**src/plc_pkg.sv**
```systemverilog
// Shared constants and types of the point light contribution unit.
`default_nettype none
package plc_pkg;

   localparam int Lanes      = 3;
   localparam int RootSteps  = 34;   // result bits of the square root
   localparam int ColorSteps = 32;   // quotient bits of the color divide
   localparam int DirSteps   = 31;   // quotient bits of the direction divide
   localparam int SumW       = 68;
   localparam int CremW      = 80;
   localparam int DremW      = 64;

   typedef struct packed {
      logic signed [2:0][31:0] hit;
      logic signed [2:0][31:0] light;
      logic [2:0][31:0]        color;
      logic [31:0]             power;
      logic                    last;
   } plc_in_type;

   // Everything one request carries down the cell chain.
   typedef struct packed {
      logic                            valid;
      logic                            last;
      logic                            zero;
      logic [Lanes-1:0]                neg;
      logic [Lanes-1:0][32:0]          mag;
      logic [SumW-1:0]                 s;
      logic [RootSteps-1:0]            root;
      logic [SumW-1:0]                 srem;
      logic [Lanes-1:0][CremW-1:0]     crem;
      logic [Lanes-1:0][ColorSteps-1:0] cq;
      logic [Lanes-1:0]                sat;
      logic [Lanes-1:0][DremW-1:0]     drem;
      logic [Lanes-1:0][DirSteps-1:0]  dq;
   } plc_token_type;

endpackage
`default_nettype wire

```
**src/plc_root_cell.sv**
```systemverilog
// One square root bit and, while step is below ColorSteps, one color quotient bit per lane.
`default_nettype none
module plc_root_cell
   import plc_pkg::*;
(
   input  wire logic          clock,
   input  wire logic          reset,
   input  wire logic          adv,
   input  wire logic [5:0]    step,
   input  wire plc_token_type tok_i,
   output plc_token_type      tok_o
);

   plc_token_type tok_ff, tok_in;

   always_comb begin
      logic [6:0]      bit_pos;
      logic [SumW-1:0] test;
      logic [4:0]      cbit;
      logic [97:0]     t;
      logic [97:0]     r;
      tok_in  = tok_i;
      bit_pos = 7'(RootSteps - 1) - {1'b0, step};
      // (res + 2^b)^2 - res^2 = res*2^(b+1) + 2^(2b)
      test = ({34'b0, tok_i.root} << (bit_pos + 7'd1)) + (68'd1 << {bit_pos, 1'b0});
      if (tok_i.srem >= test) begin
         tok_in.srem = tok_i.srem - test;
         tok_in.root = tok_i.root | (34'd1 << bit_pos);
      end
      cbit = 5'(ColorSteps - 1) - step[4:0];
      for (int k = 0; k < Lanes; k++) begin
         t = {30'b0, tok_i.s} << cbit;
         r = {18'b0, tok_i.crem[k]};
         if (step < 6'(ColorSteps) && r >= t) begin
            tok_in.crem[k] = tok_i.crem[k] - t[CremW-1:0];
            tok_in.cq[k]   = tok_i.cq[k] | (32'd1 << cbit);
         end
      end
   end

   always_ff @(posedge clock) begin
      if (reset) begin
         tok_ff.valid <= 1'b0;
      end else if (adv) begin
         tok_ff <= tok_in;
      end
   end

   assign tok_o = tok_ff;

endmodule
`default_nettype wire

```
**config.mk**
```make
export PLATFORM = sky130hd
export DESIGN_NAME = plc_root_cell
export DESIGN_NICKNAME = d
export VERILOG_FILES = /design/src/plc_pkg.sv /design/src/plc_root_cell.sv
export SDC_FILE = /design/constraint.sdc
export NUM_CORES = 2
export LEC_CHECK = 0
export BUFFER_PORTS_ARGS = -buffer_cell sky130_fd_sc_hd__buf_2
export CORE_AREA = 2 2 695 697
export DETAILED_ROUTE_END_ITERATION = 6
export DIE_AREA = 0 0 697 699
export PLACE_DENSITY_LB_ADDON = 0.2
export SLEW_MARGIN = 10
export SYNTH_ARGS = -nofsm -noshare
export SYNTH_HDL_FRONTEND = slang
export SYNTH_SLANG_ARGS = --single-unit
```
**constraint.sdc**
```tcl
create_clock -name clock -period 135.1 [get_ports clock]
set_input_delay 13.51 -clock clock [delete_from_list [all_inputs] [get_ports clock]]
set_output_delay 13.51 -clock clock [all_outputs]
set_load 0.02 [all_outputs]
```
* After elaboration in Yosys (flattened, before gate mapping)
Cells that the tools add are included.
** Storage, ports and cells
- Register bits after elaboration :: 899
- Bits in latches :: 0
- Memory bits (writable) :: 0
- ROM bits :: 0
- Input bits :: 908
- Output and inout bits :: 899
- Logic and storage cells :: 57
- Memories :: 0
** Cells by class
- Add/sub/neg operators :: 8
- Multipliers :: 0
- Divide/modulo/power cells :: 0
- Magnitude comparators :: 5
- Equal/unequal tests :: 0
- Shifts and indexed selects :: 5
- Muxes and demuxes :: 7
- Bitwise operators :: 5
- Reductions and logical operators :: 4
** Operators by type and width (count)
- $ge 80x98->1 :: 3
- $mux 80 :: 3
- $sub 80x80->80 :: 3
- $mux 102 :: 1
- $shl 68x5->98 :: 1
- $mux 32 :: 3
- $or 32x32->32 :: 3
- $add 68x68->68 :: 1
- $ge 68x68->1 :: 1
- $shl 1x8->68 const A :: 1
- $shl 34x7->68 :: 1
- $sub 68x68->68 :: 1
- $or 34x34->34 :: 1
- $shl 1x7->34 const A :: 1
- $shl 1x5->32 const A :: 1
- $add 7x1->7 const B :: 1
- $sub 6x6->7 const A :: 1
- $lt 6x6->1 const B :: 1
- $sub 5x5->5 const A :: 1
- $logic_and 1x1->1 :: 3
- $reduce_and 2->1 :: 1
- $not 1->1 :: 1

* Longest topological paths before layout
- Word-level depth :: 6
- Depth in mapped cells :: 44
- Depth with buffers taken out :: 37

* Worst setup path before layout
Ideal clock, no wire load.
- Path kind :: in2reg
- Start :: in reset
- End :: reg tok_ff (netlist bit tok_o[0]) (enable)
- Library setup time :: 2.309 ns
- Data arrival time :: 53.108 ns
- Data required time :: 132.791 ns
- Slack :: 79.684 ns
- Cell stages on the path :: 1
- Path buffers :: 0
- Cell sequence :: nor2b_1
** On the way
- Longest elaborated chain between the ends :: 2
** Ends and longest elaborated chain
- start, declared :: line plc_root_cell.sv:7 : input wire logic reset,
- $not 1->1 (no line)
- $reduce_and 2->1 (no line)
- end signal, assigned :: line plc_root_cell.sv:45 : tok_ff <= tok_in;
- end, declared :: line plc_root_cell.sv:14 : plc_token_type tok_ff, tok_in;
Every way passes these cells.
A chain may end at the register's enable or synchronous reset.

==> run summary <==
Initial DRC Count: 5232
Hold WC Path Type: reg -> reg
WL final: 515 mm
Largest family of logic cells by synthesized area: compound AO/OA/AOI/OAI gates
Reg2Reg Setup Slack: 134520 ps
Worst path max stage delay: 750 ps
Final setup viols: 0
Final Skew: 0 ps
Fin. Hold Viols: 0
Crit-path slowest cell: xnor2_4
Length of routed wiring on met1: 177 mm
CTS tree: done
Status: finished clean
First-pass GRT wire length: 634 mm
Slew at the pin closest to its max-slew limit: 1420 ps
Tmin final: 24210 ps
Sequential share of the synthesized area: 46.0%
Most used cell, CP: o21ai_0
Setup TNS: 0 ps
Met2 WL: 258 mm
Final Non-Filler Cells: 14100
Final Wtd Congestion: 0.996
Total gr overflow: 0
Post-Synth Adder-Cell Area: 7.62%
CTS Buf Count: 141
Detailed-route vias per instance: 4.01
Clock-pin transition on the worst setup and hold timing paths: 50 ps
Syn Inst Count: 5725
Initial antenna violation count: 323
Yosys reg bits: 899
Crit end category: flop
Startpoint Class: input port
Critical path data arrival time: 24750 ps
CTS resizes: 0
Port bufs: 1806
Max-slew violation count: 0
Clk sinks: 899
Unrepaired setup endpoints after global routing: no
GRT Util Overall: 20.2%
Kind of critical path: in -> reg
Synth top area share: 46.0%
CP max FO: 63
Top layer used by detailed routing: met5
Worst hold slack: 503 ps
PwrDens: 13.7 mW/mm²
Worst-skew pair later-pin latency: 790 ps
Ys flop type: edfxtp_1
Post-Synth XOR/XNOR Area: 5.40%
Routed wire length per instance: 36.5 µm
Postcts setup bufs: 0
Fin crit share: 17.9%
Vias in the first global route: 54100
Largest net degree at the start of global routing: 119
Max reg flops: 899
Post-synthesis compound-gate area fraction: 19.0%
Most area-hungry cell type in the Yosys netlist: edfxtp_1
Required @ worst endpoint: 135640 ps
Via count: 56500
Core Box Area: 0.480 mm²
Initial Util: 12.2%
Met3 routed WL: 45.3 mm
IO Pins: 1807
Maxcap violations: 0
Placed Instances: 13800
Most common cell after layout, fill and taps aside: buf_2
X dimension of the die: 697 µm
Area grow syn2layout: 36.9%
Synthesis Warnings: 0
Die ar.: 0.487 mm²
Syn avg cell area: 10.2 µm²
Final ANT Viol Nets: 0
Final nets: 8750
Synth Area in Simple Gates: 12.6%
DR pass1 iterations: 6
Synthesized cell area: 0.0587 mm²
DRC Markers: 0
Commonest cells after routing, fill and taps aside: 1801 x buf_2, 898 x edfxtp_1, 605 x nand2_1
Lkg Pwr: 0.0321 µW
Slew margin rel.: 4.02%
IR drop worst, VDD: 9.66 µV
Post-Syn Nets: 6988
Share of post-route cells with drive strength above 1: 31.7%
Clk buf depth: 4
Detailed Place HPWL: 449 mm
Post-synth ARST share: 0%
Mux cell area share after synthesis: 6.43%
Max Freq: 41.3 MHz
Die height: 699 µm
Clk root buf: clkbuf_16
Netlist cell types: 100
Post-synth EDFFs: 898
Area contributors post-synth: edfxtp_1 46%, ha_1 7.5%, a21oi_1 4.5%
Hold_buf cts: 0
CTS H-tree lvls: 4
# rows: 255
==> worst paths after layout <==
check,cells after the start,startpoint,end
worst max register to register,2,tok_o[898],tok_o[898]
worst min register to register,2,tok_o[898],tok_o[898]
worst min-delay path,2,tok_o[898],tok_o[898]
worst max-delay path,34,step[2],tok_o[630]
==> per-stage QoR <==
stage / worst slack, ps / utilization [%] / power (µW) / instance area (µm²)
floorplan: 79680 / - / 575 / 58700
global placement: 110120 / 15.8 / 736 / 75700
detailed placement: 110180 / 15.8 / 732 / 75700
CTS: 111020 / 16.7 / 1120 / 80100
global route: 109940 / 16.7 / 1150 / 80200
finish: 110890 / 16.7 / 1100 / 80300
==> cells by family (layout without fill, tap and decap cells) <==
group / count (synthesis) / count (layout)
fa+ha+maj: 355 / 355
simple gates: 1652 / 1652
xor+xnor: 354 / 354
other cells: 0 / 86
mux: 266 / 266
flops: 899 / 899
compound gates: 1764 / 1764
buf+inv: 435 / 2296
==> metal layers <==
| metal | vias to the layer above | global-route usage (%) |
|---|---|---|
| met5 | - | 0 |
| met3 | 905 | 7.27 |
| met1 | 27800 | 20.4 |
| met2 | 2524 | 36.1 |
| met4 | 70 | 11.2 |
| li1 | 25200 | - |
==> cell type report <==
class | count | area, µm²
well taps | 6425 | 8040
fillers | 54400 | 400000
inverters | 124 | 469
flip-flops and latches | 899 | 27000
clock buffers | 164 | 3640
clock inverters | 78 | 759
diodes | 86 | 215
repair buffers | 1930 | 10000
multi-input cells | 4391 | 30200
==> cells in the mapped netlist (31+ instances only) <==
| library cell | n |
|---|---|
| nand2_1 | 605 |
| mux4_2 | 80 |
| mux2_2 | 85 |
| inv_1 | 122 |
| o21ai_0 | 424 |
| nand3_1 | 84 |
| a41o_1 | 31 |
| a21oi_1 | 522 |
| buf_1 | 42 |
| nor3_1 | 68 |
| o21a_1 | 34 |
| edfxtp_1 | 898 |
| and2_1 | 33 |
| a31o_2 | 36 |
| mux2i_1 | 100 |
| nand4_1 | 101 |
| nor2_1 | 525 |
| clkbuf_1 | 235 |
| a31oi_1 | 54 |
| nand2b_1 | 41 |
| a21o_1 | 299 |
| and3_1 | 49 |
| o21bai_1 | 101 |
| a211oi_1 | 45 |
| xor2_1 | 132 |
| ha_1 | 351 |
| xnor2_1 | 216 |
| nor2b_1 | 54 |
==> critical path, delay by kind of cell <==
family	cells	cell delay (ps)
xor+xnor	3	1670
simple gates	9	2270
mux	1	410
compound gates	14	4340
buf+inv	4	1220
fa+ha+maj	3	1170
==> report_power, final <==
group / internal (µW) / total (µW) / switching [µW]
Clock: 213 / 376 / 163
Combinational: 120 / 379 / 259
Sequential: 335 / 347 / 11.4
Total: 667 / 1100 / 434
Power figures use the tool's default switching activity.
