$ cat config.mk
export PLATFORM = sky130hd
export DESIGN_NAME = plc_dir_cell
export DESIGN_NICKNAME = d
export VERILOG_FILES = /design/src/plc_pkg.sv /design/src/plc_dir_cell.sv
export SDC_FILE = /design/constraint.sdc
export NUM_CORES = 1
export LEC_CHECK = 0
export ABC_AREA = 1
export BUFFER_PORTS_ARGS = -buffer_cell sky130_fd_sc_hd__buf_2
export CAP_MARGIN = 20
export CORE_AREA = 4 4 703 705
export CTS_CLUSTER_SIZE = 24
export DETAILED_ROUTE_END_ITERATION = 8
export DIE_AREA = 0 0 707 709
export PLACE_DENSITY = 0.32
export SYNTH_ARGS = -nofsm -noshare
export SYNTH_HDL_FRONTEND = slang
export SYNTH_SLANG_ARGS = --single-unit
$ cat constraint.sdc
create_clock -name clock -period 66.8 [get_ports clock]
set_input_delay 13.36 -clock clock [delete_from_list [all_inputs] [get_ports clock]]
set_output_delay 13.36 -clock clock [all_outputs]
set_load 0.005 [all_outputs]
$ cat src/plc_pkg.sv
// Shared constants and types of the point light contribution unit.
`default_nettype none
package plc_pkg;

   localparam int Lanes      = 3;
   localparam int RootSteps  = 34;   // result bits of the square root
   localparam int ColorSteps = 32;   // quotient bits of the color divide
   localparam int DirSteps   = 31;   // quotient bits of the direction divide
   localparam int SumW       = 68;
   localparam int CremW      = 80;
   localparam int DremW      = 64;

   typedef struct packed {
      logic signed [2:0][31:0] hit;
      logic signed [2:0][31:0] light;
      logic [2:0][31:0]        color;
      logic [31:0]             power;
      logic                    last;
   } plc_in_type;

   // Everything one request carries down the cell chain.
   typedef struct packed {
      logic                            valid;
      logic                            last;
      logic                            zero;
      logic [Lanes-1:0]                neg;
      logic [Lanes-1:0][32:0]          mag;
      logic [SumW-1:0]                 s;
      logic [RootSteps-1:0]            root;
      logic [SumW-1:0]                 srem;
      logic [Lanes-1:0][CremW-1:0]     crem;
      logic [Lanes-1:0][ColorSteps-1:0] cq;
      logic [Lanes-1:0]                sat;
      logic [Lanes-1:0][DremW-1:0]     drem;
      logic [Lanes-1:0][DirSteps-1:0]  dq;
   } plc_token_type;

endpackage
`default_nettype wire

$ cat src/plc_dir_cell.sv
// One direction quotient bit per lane: mag * 2^30 / distance.
`default_nettype none
module plc_dir_cell
   import plc_pkg::*;
(
   input  wire logic          clock,
   input  wire logic          reset,
   input  wire logic          adv,
   input  wire logic [4:0]    step,
   input  wire plc_token_type tok_i,
   output plc_token_type      tok_o
);

   plc_token_type tok_ff, tok_in;

   always_comb begin
      logic [4:0]       qbit;
      logic [DremW-1:0] t;
      logic [DremW-1:0] r;
      tok_in = tok_i;
      qbit   = 5'(DirSteps - 1) - step;
      t      = {30'b0, tok_i.root} << qbit;
      for (int k = 0; k < Lanes; k++) begin
         // load the dividend in the first cell
         r = (step == 5'd0) ? {1'b0, tok_i.mag[k], 30'b0} : tok_i.drem[k];
         tok_in.drem[k] = r;
         if (step == 5'd0) tok_in.dq[k] = '0;
         if (r >= t) begin
            tok_in.drem[k] = r - t;
            tok_in.dq[k]   = tok_in.dq[k] | (31'd1 << qbit);
         end
      end
   end

   always_ff @(posedge clock) begin
      if (reset) begin
         tok_ff.valid <= 1'b0;
      end else if (adv) begin
         tok_ff <= tok_in;
      end
   end

   assign tok_o = tok_ff;

endmodule
`default_nettype wire

== Word level (Yosys, flattened, before mapping) ==
Index checks and enable logic that the tools add are counted.

* Input bits: 907
* Output and inout bits: 899
* Register bits: 899
* Logic and storage cells: 50

* Magnitude comparators: 3
* Multiplexer cells: 12
* Bitwise gates (word level): 4
* $add $sub $neg: 4
* Shift-type cells: 2
* Reductions and logical operators: 2

{| class="wikitable"
|+ Operators by type and width
! kind !! count
|-
| 64-bit two-way mux || 6
|-
| 64-bit >= comparator || 3
|-
| 64-bit subtractor || 3
|-
| 31-bit two-way mux || 6
|-
| 31-bit OR || 3
|-
| 34-bit by 5-bit << shifter with 64-bit output || 1
|-
| 1-bit by 5-bit << shifter with 31-bit output (first input constant) || 1
|-
| 5-bit logical NOT || 1
|-
| 5-bit subtractor (first input constant) || 1
|-
| 2-bit AND reduction || 1
|-
| 1-bit inverter || 1
|}

== Depth between registers and ports, before layout ==
Gate-level depths: netlist (run 1).

* Depth in word-level cells: 4
* Gate-level depth with buffers: 32
* Mapped depth without buffers: 27

== Worst setup path after synthesis (run 1) ==
Ideal clock, no wire load.

* Path type: input to register
* Start: in adv
* End: reg tok_ff (netlist bit tok_o[0]) (enable)
* Library setup time: 2.217 ns
* Data required time: 64.583 ns
* Cell stages on the path: 2
* Arrival: 51.033 ns
* Setup slack: 13.550 ns
* Path buffers: 0
* Cells stage by stage: inv_1 nor2_1

* Longest elaborated chain between the ends: 1

{| class="wikitable"
|+ RTL lines
! what !! line !! RTL
|-
| start: declaration || plc_dir_cell.sv:8 || <nowiki>input wire logic adv,</nowiki>
|-
| 2-bit AND reduction (no line) || -- ||
|-
| end signal: assignment || plc_dir_cell.sv:39 || <nowiki>tok_ff <= tok_in;</nowiki>
|-
| end: declaration || plc_dir_cell.sv:14 || <nowiki>plc_token_type tok_ff, tok_in;</nowiki>
|}

No other way between the ends.
A chain may end at the register's enable or synchronous reset.

==> metrics.txt, run 1 <==
Die ar. roughly 500000 um2; top cell type by total area after synthesis edfxtp_1; Distinct cells, synth between 50 and 60; die width 707 um; critical path data arrival time approximately 22 ns; Final ANT Viol Nets 0; multiplexer area fraction after synthesis 0.00120; XOR/XNOR Fraction of Synth Area 0.0163; FFs w/ async S/R, synth 0; mapped cell area 50000 um2; Synth Warn # 0; Setup Viol. Count Final 0; Final min period 21.14 ns; Slowest Stage Delay on Critical Path approximately 0.95 ns; Fillers around 56k; Area Overhead vs Synth 43.6%; Bufs and invs on worst path 7; Die H ~700 um; number of antenna violations at the first check in global routing roughly 280; Placed Cells approximately 14k; dominant cells by area after synthesis edfxtp_1 (54%), nand2_1 (13%), ha_1 (4.7%); worst vdd ir 0.0000156 V; FMAX 47.3 MHz; final period utilization 0.317; Synth Register Bits ~900; part of the Yosys area used for sequential elements 0.540; critical path type in2reg; Slew @ Worst Pin 1.28 ns; DRC errors left 0; Power per Cell Area 29.2 nW/um2; share of the synthesized area in the top cell type 0.540; Total Power around 0.0021 W; CTS resizes 0; total congestion overflow 0; Core Area 488000 um2; CTS clk-pin slew, worst paths about 0.060 ns; max-slew violation count 0; Cell Rows around 260; Routed WL per cell between 30 and 40 um; CTS Buf Count roughly 140; vias per cell 3.64; hold_ws roughly 0.46 ns; critical-path cell list buf_2, buf_4, inv_2, ha_1, buf_4, inv_2, o21ai_0, o21ai_0, nand2_1, o21ai_0, nand2_1, ha_1, nand2_1, nor2_1, inv_1, nor2_1, nand2_1, nor3_1, nand3_2, nand3_4, buf_4, o21ai_0; Crit path max-delay family simple AND/OR/NAND/NOR gates; Worst setup EP type flop; Via Count 51.6k; GR Util All Layers 0.178; IO Port Bufs between 1.5k and 2k; 1st-iter DRT viols between 4k and 5k; TritonCTS clock tree yes; first-pass GRT wire length roughly 570 mm; vias in the first global route around 50k; adder-cell share of the synthesized area 0.0466; CP max FO 77; max reg flops 899; nets 8610; unrepaired setup endpoints after global routing false; most frequent cells in the layout buf_2 (1807), nand2_1 (1778), edfxtp_1 (898); RePlAce Congestion 0.909; Syn Area/Cell between 8 and 9 um2; Synth Area in Compound Gates 0.0863; outcome finished clean; Crit-path slowest cell nand3_4; commonest non-fill, non-tap cell in the layout buf_2; critical path startpoint category primary input; first-pass iteration count of the detailed router 6; Initial Utilization 0.102; final setup skew 0 ns; largest family of logic cells by synthesized area simple AND/OR/NAND/NOR gates; largest net degree at the start of global routing between 70 and 80; Static Leak 30.1 nW; Post-Layout Cell Count approximately 14k; Fin. Hold Viols 0; setup TNS 0 ns; final WL between 400 and 500 mm; dpl hpwl 408 mm; Hold WC Path Type reg2reg; root buf cell clkbuf_16; Clock Sinks approximately 900; Required @ worst endpoint roughly 67 ns; H-tree level count 4; io pins roughly 1.8k; max_slew headroom 0.143; Post-CTS Hold Buffers 0; Synth Area in Simple Gates 0.247; Max-Cap Viols 0; maximum clock path buffer count 4; Post-CTS Setup Inserts 0; layout cells sized above 1 0.285; Clock Latency Late Sink 0.83 ns; Post-Syn Instances around 5.6k; Primary FF master, synth edfxtp_1; number of synthesized flops with an enable pin roughly 900; syn nets 6736
report_power, final:
part,internal [W],total [W],switching [W],leakage (nW)
clock,0.000458,0.000779,0.000320,2.21
combinational,0.000165,0.000613,0.000448,19.5
sequential,0.000683,0.000702,0.0000195,8.41
kinds of logic (layout without fill, tap and decap cells):
kind of cell             after synthesis  after routing
other                                  0             88
flip-flops                           899            899
buffers and inverters                766           2745
AO/OA/AOI/OAI                        781            781
multiplexers                           6              6
adder cells (fa/ha/maj)              186            186
AND/OR/NAND/NOR                     2912           2912
XOR/XNOR                              93             93
tightest hold or removal path: cells and delay by family (launching register included):
family / cells / cell delay, ns
flops: 1 / 0.31
simple gates: 1 / 0.06
compound gates: 1 / 0.05
metal layers:
layer | vias up | track usage | share of wire
met5 | - | 0 | 0.0020
met3 | 660 | 0.0523 | 0.076
li1 | 23011 | - | -
met2 | 2370 | 0.332 | 0.52
met1 | 25409 | 0.186 | 0.35
met4 | 142 | 0.0688 | 0.044
cell usage after synthesis (4+ instances only):
| cell type | instances |
|---|---|
| a31oi_1 | 31 |
| a211oi_1 | 16 |
| nand4_1 | 137 |
| a21oi_1 | 274 |
| xor2_1 | 82 |
| a21o_1 | 8 |
| or2_2 | 14 |
| nand3_2 | 22 |
| ha_1 | 186 |
| mux2i_1 | 6 |
| buf_4 | 11 |
| nor3_1 | 76 |
| nand2_2 | 17 |
| edfxtp_1 | 898 |
| nand2_1 | 1780 |
| buf_6 | 23 |
| o21a_1 | 50 |
| o21ai_0 | 281 |
| xnor2_1 | 11 |
| o21ai_1 | 66 |
| o21bai_1 | 11 |
| nor2_1 | 489 |
| nand3_1 | 293 |
| nand2_4 | 5 |
| clkbuf_1 | 84 |
| nand3_4 | 4 |
| inv_2 | 6 |
| a21boi_0 | 9 |
| o21ai_2 | 6 |
| nor2_2 | 4 |
| nand3b_1 | 52 |
| nor4_1 | 4 |
| inv_1 | 614 |
| nor2_4 | 5 |
| a2111oi_0 | 9 |
| o22ai_1 | 5 |
| buf_1 | 14 |
| buf_2 | 14 |
final cells by class:
class / count / area [um2] / area share
antenna: 88 / 220 / 0.00307
clock buffer: 168 / 3670 / 0.0512
timing repair buffer: 1879 / 9590 / 0.134
tap: 6475 / 8100 / 0.113
multi-input combinational: 3978 / 19900 / 0.278
clock inverter: 78 / 885 / 0.0123
inverter: 620 / 2330 / 0.0325
sequential: 899 / 27000 / 0.376
stage by stage:
stage | setup WS (ns) | area [um2] | util
detailed placement | 45.00 | 66900 | 0.137
CTS | 45.92 | 71500 | 0.146
floorplan | 13.55 | 50000 | -
global placement | 45.07 | 66900 | 0.137
global route | 45.05 | 71600 | 0.147
finish | 45.66 | 71700 | 0.147
worst paths after layout:
check / from / end / slack [ns] / depth (start not counted)
setup / recovery: step[0] / tok_o[163] / 45.66 / 22
hold / removal: tok_o[898] / tok_o[898] / 0.46 / 2
setup reg to reg: tok_o[898] / tok_o[898] / 66.25 / 2
hold reg to reg: tok_o[898] / tok_o[898] / 0.46 / 2
Note: power is estimated with default switching activity, not from simulation.
==> run 2: changes to the inputs <==
--- a/config.mk
+++ b/config.mk
@@ -5,13 +5,13 @@
 export SDC_FILE = /design/constraint.sdc
 export NUM_CORES = 1
 export LEC_CHECK = 0
-export ABC_AREA = 1
+export ABC_AREA = 0
 export BUFFER_PORTS_ARGS = -buffer_cell sky130_fd_sc_hd__buf_2
 export CAP_MARGIN = 20
-export CORE_AREA = 4 4 703 705
+export CORE_AREA = 4 4 706 708
 export CTS_CLUSTER_SIZE = 24
 export DETAILED_ROUTE_END_ITERATION = 8
-export DIE_AREA = 0 0 707 709
+export DIE_AREA = 0 0 710 712
 export PLACE_DENSITY = 0.32
 export SYNTH_ARGS = -nofsm -noshare
 export SYNTH_HDL_FRONTEND = slang
==> constraint.sdc (replaced) <==
create_clock -name clock -period 17.05 [get_ports clock]
set_input_delay 3.41 -clock clock [delete_from_list [all_inputs] [get_ports clock]]
set_output_delay 3.41 -clock clock [all_outputs]
set_load 0.005 [all_outputs]
==> run 2 against run 1 <==
Clock-buffer cell count down 14. Largest cell class unchanged. First-iteration DRC count down 17%. Critical path depth up 1. Largest power group unchanged. Sequential share of layout area up 1.4 points.
==> metrics.txt, run 2 <==
final setup skew 0 ns (unchanged); vias per cell 3.50 (was 3.64); hold path cells 2 (unchanged); multiplexer area fraction after synthesis 0.0329 (was 0.00120); Slew @ Worst Pin 1.43 ns (was 1.28 ns); share of the synthesized area in the top cell type 0.568 (was 0.540); nets 7019 (was 8610); Setup WS post-layout 5.01 ns (was 45.66 ns); Initial Utilization 0.0964 (was 0.102); Worst setup EP type flop (unchanged); hold_ws 0.497 ns (was 0.461 ns); Total Power 0.00822 W (was 0.00209 W); RePlAce Congestion 0.886 (was 0.909); Post-CTS Setup Inserts 0 (unchanged); first-pass iteration count of the detailed router 8 (was 6); TritonCTS clock tree yes (unchanged); mapped cell area 47500 um2 (was 50000 um2); Synth Area in Compound Gates 0.156 (was 0.0863); critical path startpoint category primary input (unchanged); worst hold start tok_o[898] (unchanged); Fillers 55.9k (was 56.3k); number of synthesized flops with an enable pin 898 (unchanged); CTS resizes 0 (unchanged); Hold WC Path Type reg2reg (unchanged); max reg flops 899 (unchanged); max-slew violation count 0 (unchanged); critical path type in2reg (unchanged); Synth Area in Simple Gates 0.128 (was 0.247); Fin. Hold Viols 0 (unchanged); Clock Sinks 899 (unchanged); Reg2Reg Setup Slack 16.47 ns (was 66.25 ns); syn nets 5234 (was 6736); Final min period around 12 ns; IO Port Bufs 1805 (unchanged); root buf cell clkbuf_16 (unchanged); layout cells sized above 1 0.369 (was 0.285); part of the Yosys area used for sequential elements 0.568 (was 0.540); critical path data arrival time 12.59 ns (was 21.65 ns); Max-Cap Viols 0 (unchanged); GR Util All Layers 0.159 (was 0.178); first-pass GRT wire length 519 mm (was 573 mm); vias in the first global route 44.0k (was 49.9k); R2R depth 2 (unchanged); DRC errors left 0 (unchanged); Required @ worst endpoint 17.61 ns (was 67.31 ns); maximum clock path buffer count 4 (unchanged); top cell type by total area after synthesis edfxtp_1 (unchanged); number of antenna violations at the first check in global routing 238 (was 276); Synth Warn # 0 (unchanged); CP max FO 57 (was 77); H-tree level count 4 (unchanged); Routed WL per cell 33.5 um (was 33.1 um); XOR/XNOR Fraction of Synth Area 0.0359 (was 0.0163); Post-CTS Hold Buffers 0 (unchanged); Distinct cells, synth 115 (was 56); pre-CTS WS 4.20 ns (was 45.00 ns); adder-cell share of the synthesized area 0.0499 (was 0.0466); Cell Rows 258 (was 257); final design utilization 0.140 (was 0.147); 1st-iter DRT viols 3669 (was 4401); Static Leak 27.0 nW (was 30.1 nW); Syn Area/Cell 11.5 um2 (was 8.85 um2); Die ar. 506000 um2 (was 501000 um2); RR Endpoint tok_o[898] (unchanged); FMAX 83.1 MHz; Power per Cell Area 119 nW/um2 (was 29.2 nW/um2); most frequent cells in the layout buf_2 (1806), edfxtp_1 (898), nand2_1 (591) (was buf_2 (1807), nand2_1 (1778), edfxtp_1 (898)); count leader, synth edfxtp_1 (was nand2_1); worst r2r src tok_o[898] (unchanged); total congestion overflow 0 (unchanged); outcome finished clean (unchanged); Worst Hold End tok_o[898] (unchanged); FFs w/ async S/R, synth 0 (unchanged); final WL 423 mm (was 469 mm); die width 710 um (was 707 um); Area Overhead vs Synth 45.6% (was 43.6%); unrepaired setup endpoints after global routing false (unchanged); max_slew headroom 0.0480 (was 0.143); largest family of logic cells by synthesized area compound AO/OA/AOI/OAI gates (was simple AND/OR/NAND/NOR gates); Post-Syn Instances 4141 (was 5643); Setup Viol. Count Final 0 (unchanged); Final ANT Viol Nets 0 (unchanged); dpl hpwl 362 mm (was 408 mm); Primary FF master, synth edfxtp_1 (unchanged); CTS Buf Count 140 (was 139); CTS clk-pin slew, worst paths 0.06 ns (about the same); setup TNS 0 ns (unchanged); Clock Latency Late Sink 0.78 ns (was 0.83 ns); final period utilization 0.706; Die H 712 um (was 709 um); worst vdd ir 0.0000767 V (was 0.0000156 V); Core Area 492000 um2 (was 488000 um2); io pins 1806 (unchanged); dominant cells by area after synthesis edfxtp_1 (57%), ha_1 (4.9%), nand2_1 (4.7%) (was edfxtp_1 (54%), nand2_1 (13%), ha_1 (4.7%)); list of most frequent post-synthesis cells edfxtp_1 (898), nand2_1 (591), a21oi_1 (354) (was nand2_1 (1780), edfxtp_1 (898), inv_1 (614)); Via Count 44.3k (was 51.6k); Synth Register Bits 899 (unchanged); largest net degree at the start of global routing 122 (was 78); commonest non-fill, non-tap cell in the layout buf_2 (unchanged)
## run 2: cell types whose count changed after synthesis, sizes merged, moves of 50 or more
cell	delta
nand2	-1210
nand4	-85
clkbuf	+70
nand3	-247
and2	+105
inv	-532
mux2	+52
o21ai	-179
a21oi	+102
xnor2	+107
mux2i	+50
a22o	+76
nor2	-199
a21o	+146
## run 2: layout make-up
type	count	area [um2]	share of cell area
tap	6500	8130	0.118
inverter	88	330	0.00478
sequential	899	27000	0.390
timing repair buffer	1864	9540	0.138
clock buffer	154	3580	0.0518
clock inverter	96	1030	0.0149
antenna	98	245	0.00355
multi-input combinational	2933	19300	0.279
## run 2: stage by stage
step	cell area, um2	cells
after global placement	64200	12280
after CTS	68900	12534
final	69100	12632
after detailed placement	64300	12284
after floorplan	47500	4141
after global routing	69000	12586
## run 2: worst max-delay path, cell delays in order
cell and delay (ns):
buf_2 0.08, buf_4 0.52, inv_2 0.37, ha_2 1.16
mux2i_1 0.43, o21ai_1 0.27, mux2i_1 0.38, nor2_1 0.07
a31oi_1 0.19, nor2_1 0.08, a21oi_1 0.75, ha_1 0.42
nand4_1 0.19, nor3_1 0.48, inv_1 0.11, nor3_1 0.36
nand3_1 0.35, nor3_1 0.26, a31oi_1 0.12, o31ai_1 0.30
or2_4 0.96, buf_4 0.68, mux2_4 0.35
## run 2: logic make-up (layout without fill, tap and decap cells)
family	count (synthesis)	in the layout
muxes	126	126
other	0	98
AOI/OAI and AO/OA	1107	1107
adders and majority gates	190	190
buffers and inverters	309	2202
xor gates and xnor gates	189	189
DFF	899	899
and+or+nand+nor	1321	1321
## run 2: worst max-delay path by stage
stage / start / to / slack [ns] / cells after the start
final: step[0] / tok_o[178] / 5.01 / 23
after global routing: step[0] / tok_o[178] / 4.50 / 23
after CTS: step[0] / tok_o[228] / 5.11 / 23
after detailed placement: step[0] / tok_o[279] / 4.20 / 24
after global placement: step[0] / tok_o[228] / 4.34 / 23
after floorplan: adv / tok_o[0] / -0.19 / 1
## run 2: report_power, final
part	internal (W)	switching, W
Clock	0.00177	0.00125
Sequential	0.00269	0.0000790
Combinational	0.000770	0.00166
Total	0.00523	0.00299
## run 2: layer usage
layer	vias up	global-route usage	wire [um]	share of wire
met1	22389	0.162	144000	0.34
met5	-	0	646	0.0015
met4	104	0.0515	15800	0.037
met2	2067	0.310	231000	0.55
met3	496	0.0436	31600	0.075
li1	19214	-	-	-
==> run 3: changes to the inputs <==
==> constraint.sdc (replaced) <==
create_clock -name clock -period 10.22 [get_ports clock]
set_input_delay 2.044 -clock clock [delete_from_list [all_inputs] [get_ports clock]]
set_output_delay 2.044 -clock clock [all_outputs]
set_load 0.005 [all_outputs]
==> run 3 against run 2 <==
Critical path type unchanged. Clock-buffer cell count up 18. Die area unchanged. Core utilization about the same. Final cell count up 0.43%. Power up 64%. Design area up 0.24%. Clock skew unchanged.
==> metrics.txt, run 3 (same netlist as run 2, synthesis figures left out) <==
final setup skew 0 ns (unchanged); 1st-iter DRT viols 3967 (was 3669); CTS Buf Count 139 (was 140); Routed WL per cell 33.4 um (was 33.5 um); first-pass GRT wire length 520 mm (was 519 mm); TritonCTS clock tree yes (unchanged); root buf cell clkbuf_16 (unchanged); final period utilization 0.858; Initial Utilization 0.0964 (unchanged); final design utilization 0.141 (was 0.140); Clock Sinks 899 (unchanged); GR Util All Layers 0.160 (was 0.159); commonest non-fill, non-tap cell in the layout buf_2 (unchanged); most frequent cells in the layout buf_2 (1805), edfxtp_1 (898), nand2_1 (591) (was buf_2 (1806), edfxtp_1 (898), nand2_1 (591)); Post-CTS Setup Inserts 0 (unchanged); Die ar. 506000 um2 (unchanged); Final ANT Viol Nets 0 (unchanged); critical path startpoint category primary input (unchanged); DRC errors left 0 (unchanged); critical path type in2reg (unchanged); RePlAce Congestion 0.888 (was 0.886); nets 7055 (was 7019); outcome finished clean (unchanged); Worst setup EP type flop (unchanged); final WL 424 mm (was 423 mm); total congestion overflow 0 (unchanged); Die H 712 um (unchanged); Area Overhead vs Synth 45.9% (was 45.6%); IO Port Bufs 1805 (unchanged); Cell Rows 258 (unchanged); Clock Latency Late Sink 0.79 ns (was 0.78 ns); placed cell area 64600 um2 (was 64300 um2); first-pass iteration count of the detailed router 5 (was 8); FMAX roughly 110 MHz; vias in the first global route 44.0k (about the same); Total Power 0.0135 W (was 0.00822 W); dpl hpwl 366 mm (was 362 mm); hold path cells 2 (unchanged); critical path data arrival time 9.30 ns (was 12.59 ns); Post-CTS Hold Buffers 0 (unchanged); largest net degree at the start of global routing 153 (was 122); Static Leak 27.0 nW (about the same); die width 710 um (unchanged); unrepaired setup endpoints after global routing false (unchanged); Required @ worst endpoint 10.75 ns (was 17.61 ns); Core Area 492000 um2 (unchanged); Final min period around 8.8 ns; layout cells sized above 1 0.372 (was 0.369); Via Count 44.5k (was 44.3k); CTS resizes 0 (unchanged); Fin. Hold Viols 0 (unchanged); Slew @ Worst Pin 1.21 ns (was 1.43 ns); Power per Cell Area 195 nW/um2 (was 119 nW/um2); max-slew violation count 0 (unchanged); worst vdd ir 0.000115 V (was 0.0000767 V); Setup Viol. Count Final 0 (unchanged); hold_ws 0.501 ns (was 0.497 ns); vias per cell 3.51 (was 3.50); design area 69300 um2 (was 69100 um2); number of antenna violations at the first check in global routing 234 (was 238); max reg flops 899 (unchanged); Hold WC Path Type reg2reg (unchanged); io pins 1806 (unchanged); R2R depth 2 (unchanged); maximum clock path buffer count 4 (unchanged); CTS clk-pin slew, worst paths 0.06 ns (about the same); H-tree level count 4 (unchanged); Max-Cap Viols 0 (unchanged); CP max FO 75 (was 57); max_slew headroom 0.196 (was 0.0480)
-- run 3: changes by cell type in the layout (fill, tap and decap cells not counted), moves of 2 or more --
| cell | previous run | this run |
|---|---|---|
| bufinv_16 | 16 | 8 |
| buf_4 | 53 | 83 |
| clkinv_8 | 2 | 4 |
| clkbuf_1 | 13 | 30 |
| buf_12 | 4 | 13 |
| diode_2 | 98 | 119 |
| clkinv_1 | 28 | 16 |
| clkinv_16 | 2 | 0 |
-- run 3: final timing paths --
path | startpoint | end | slack [ns]
max | step[1] | tok_o[2] | 1.46
min | tok_o[898] | tok_o[898] | 0.50
min reg2reg | tok_o[898] | tok_o[898] | 0.50
max reg2reg | tok_o[898] | tok_o[898] | 9.64
-- run 3: final cells by class --
class	instances	area (um2)
fill	55778	423000
sequential	899	27000
multi-input combinational	2933	19300
timing repair buffer	1901	9920
tap	6500	8130
clock buffer	172	3650
clock inverter	74	692
inverter	88	330
antenna	119	298
-- run 3: report_power, final --
part	switching (W)	leakage [nW]	internal [W]
combinational	0.00276	16.5	0.00132
sequential	0.000137	8.45	0.00448
clock	0.00205	2.12	0.00276
-- run 3: critical path: stages --
cell and delay, ns:
buf_2 0.31, inv_1 0.12, ha_2 0.62, buf_4 0.34
mux2_2 0.26, o21ai_1 0.13, buf_4 0.23, o21ai_0 0.44
nand2_1 0.37, ha_1 0.45, and3_1 0.18, a221o_1 0.29
a21o_1 0.24, o21ba_2 0.24, o21ai_1 0.26, a221oi_4 0.65
o211ai_1 0.27, a211oi_1 0.61, o21ai_4 0.14, buf_12 0.20
buf_4 0.38, a22o_1 0.20
-- run 3: layer usage --
layer  vias to the layer above  routed length, um  track usage
li1                      19350                  -            -
met1                     22501             143000        0.158
met2                      2058             230000        0.309
met3                       519              34300       0.0495
met4                       102              16100       0.0542
met5                         -                678            0
-- run 3: through the flow --
step / setup TNS (ns) / setup slack (ns) / instances
2_1_floorplan: -5075.41 / -5.65 / 4141
3_3_place_gp: 0 / 0.727 / 12321
3_5_place_dp: 0 / 0.656 / 12321
4_1_cts: 0 / 1.58 / 12567
5_1_grt: 0 / 1.24 / 12632
6_report: 0 / 1.46 / 12686
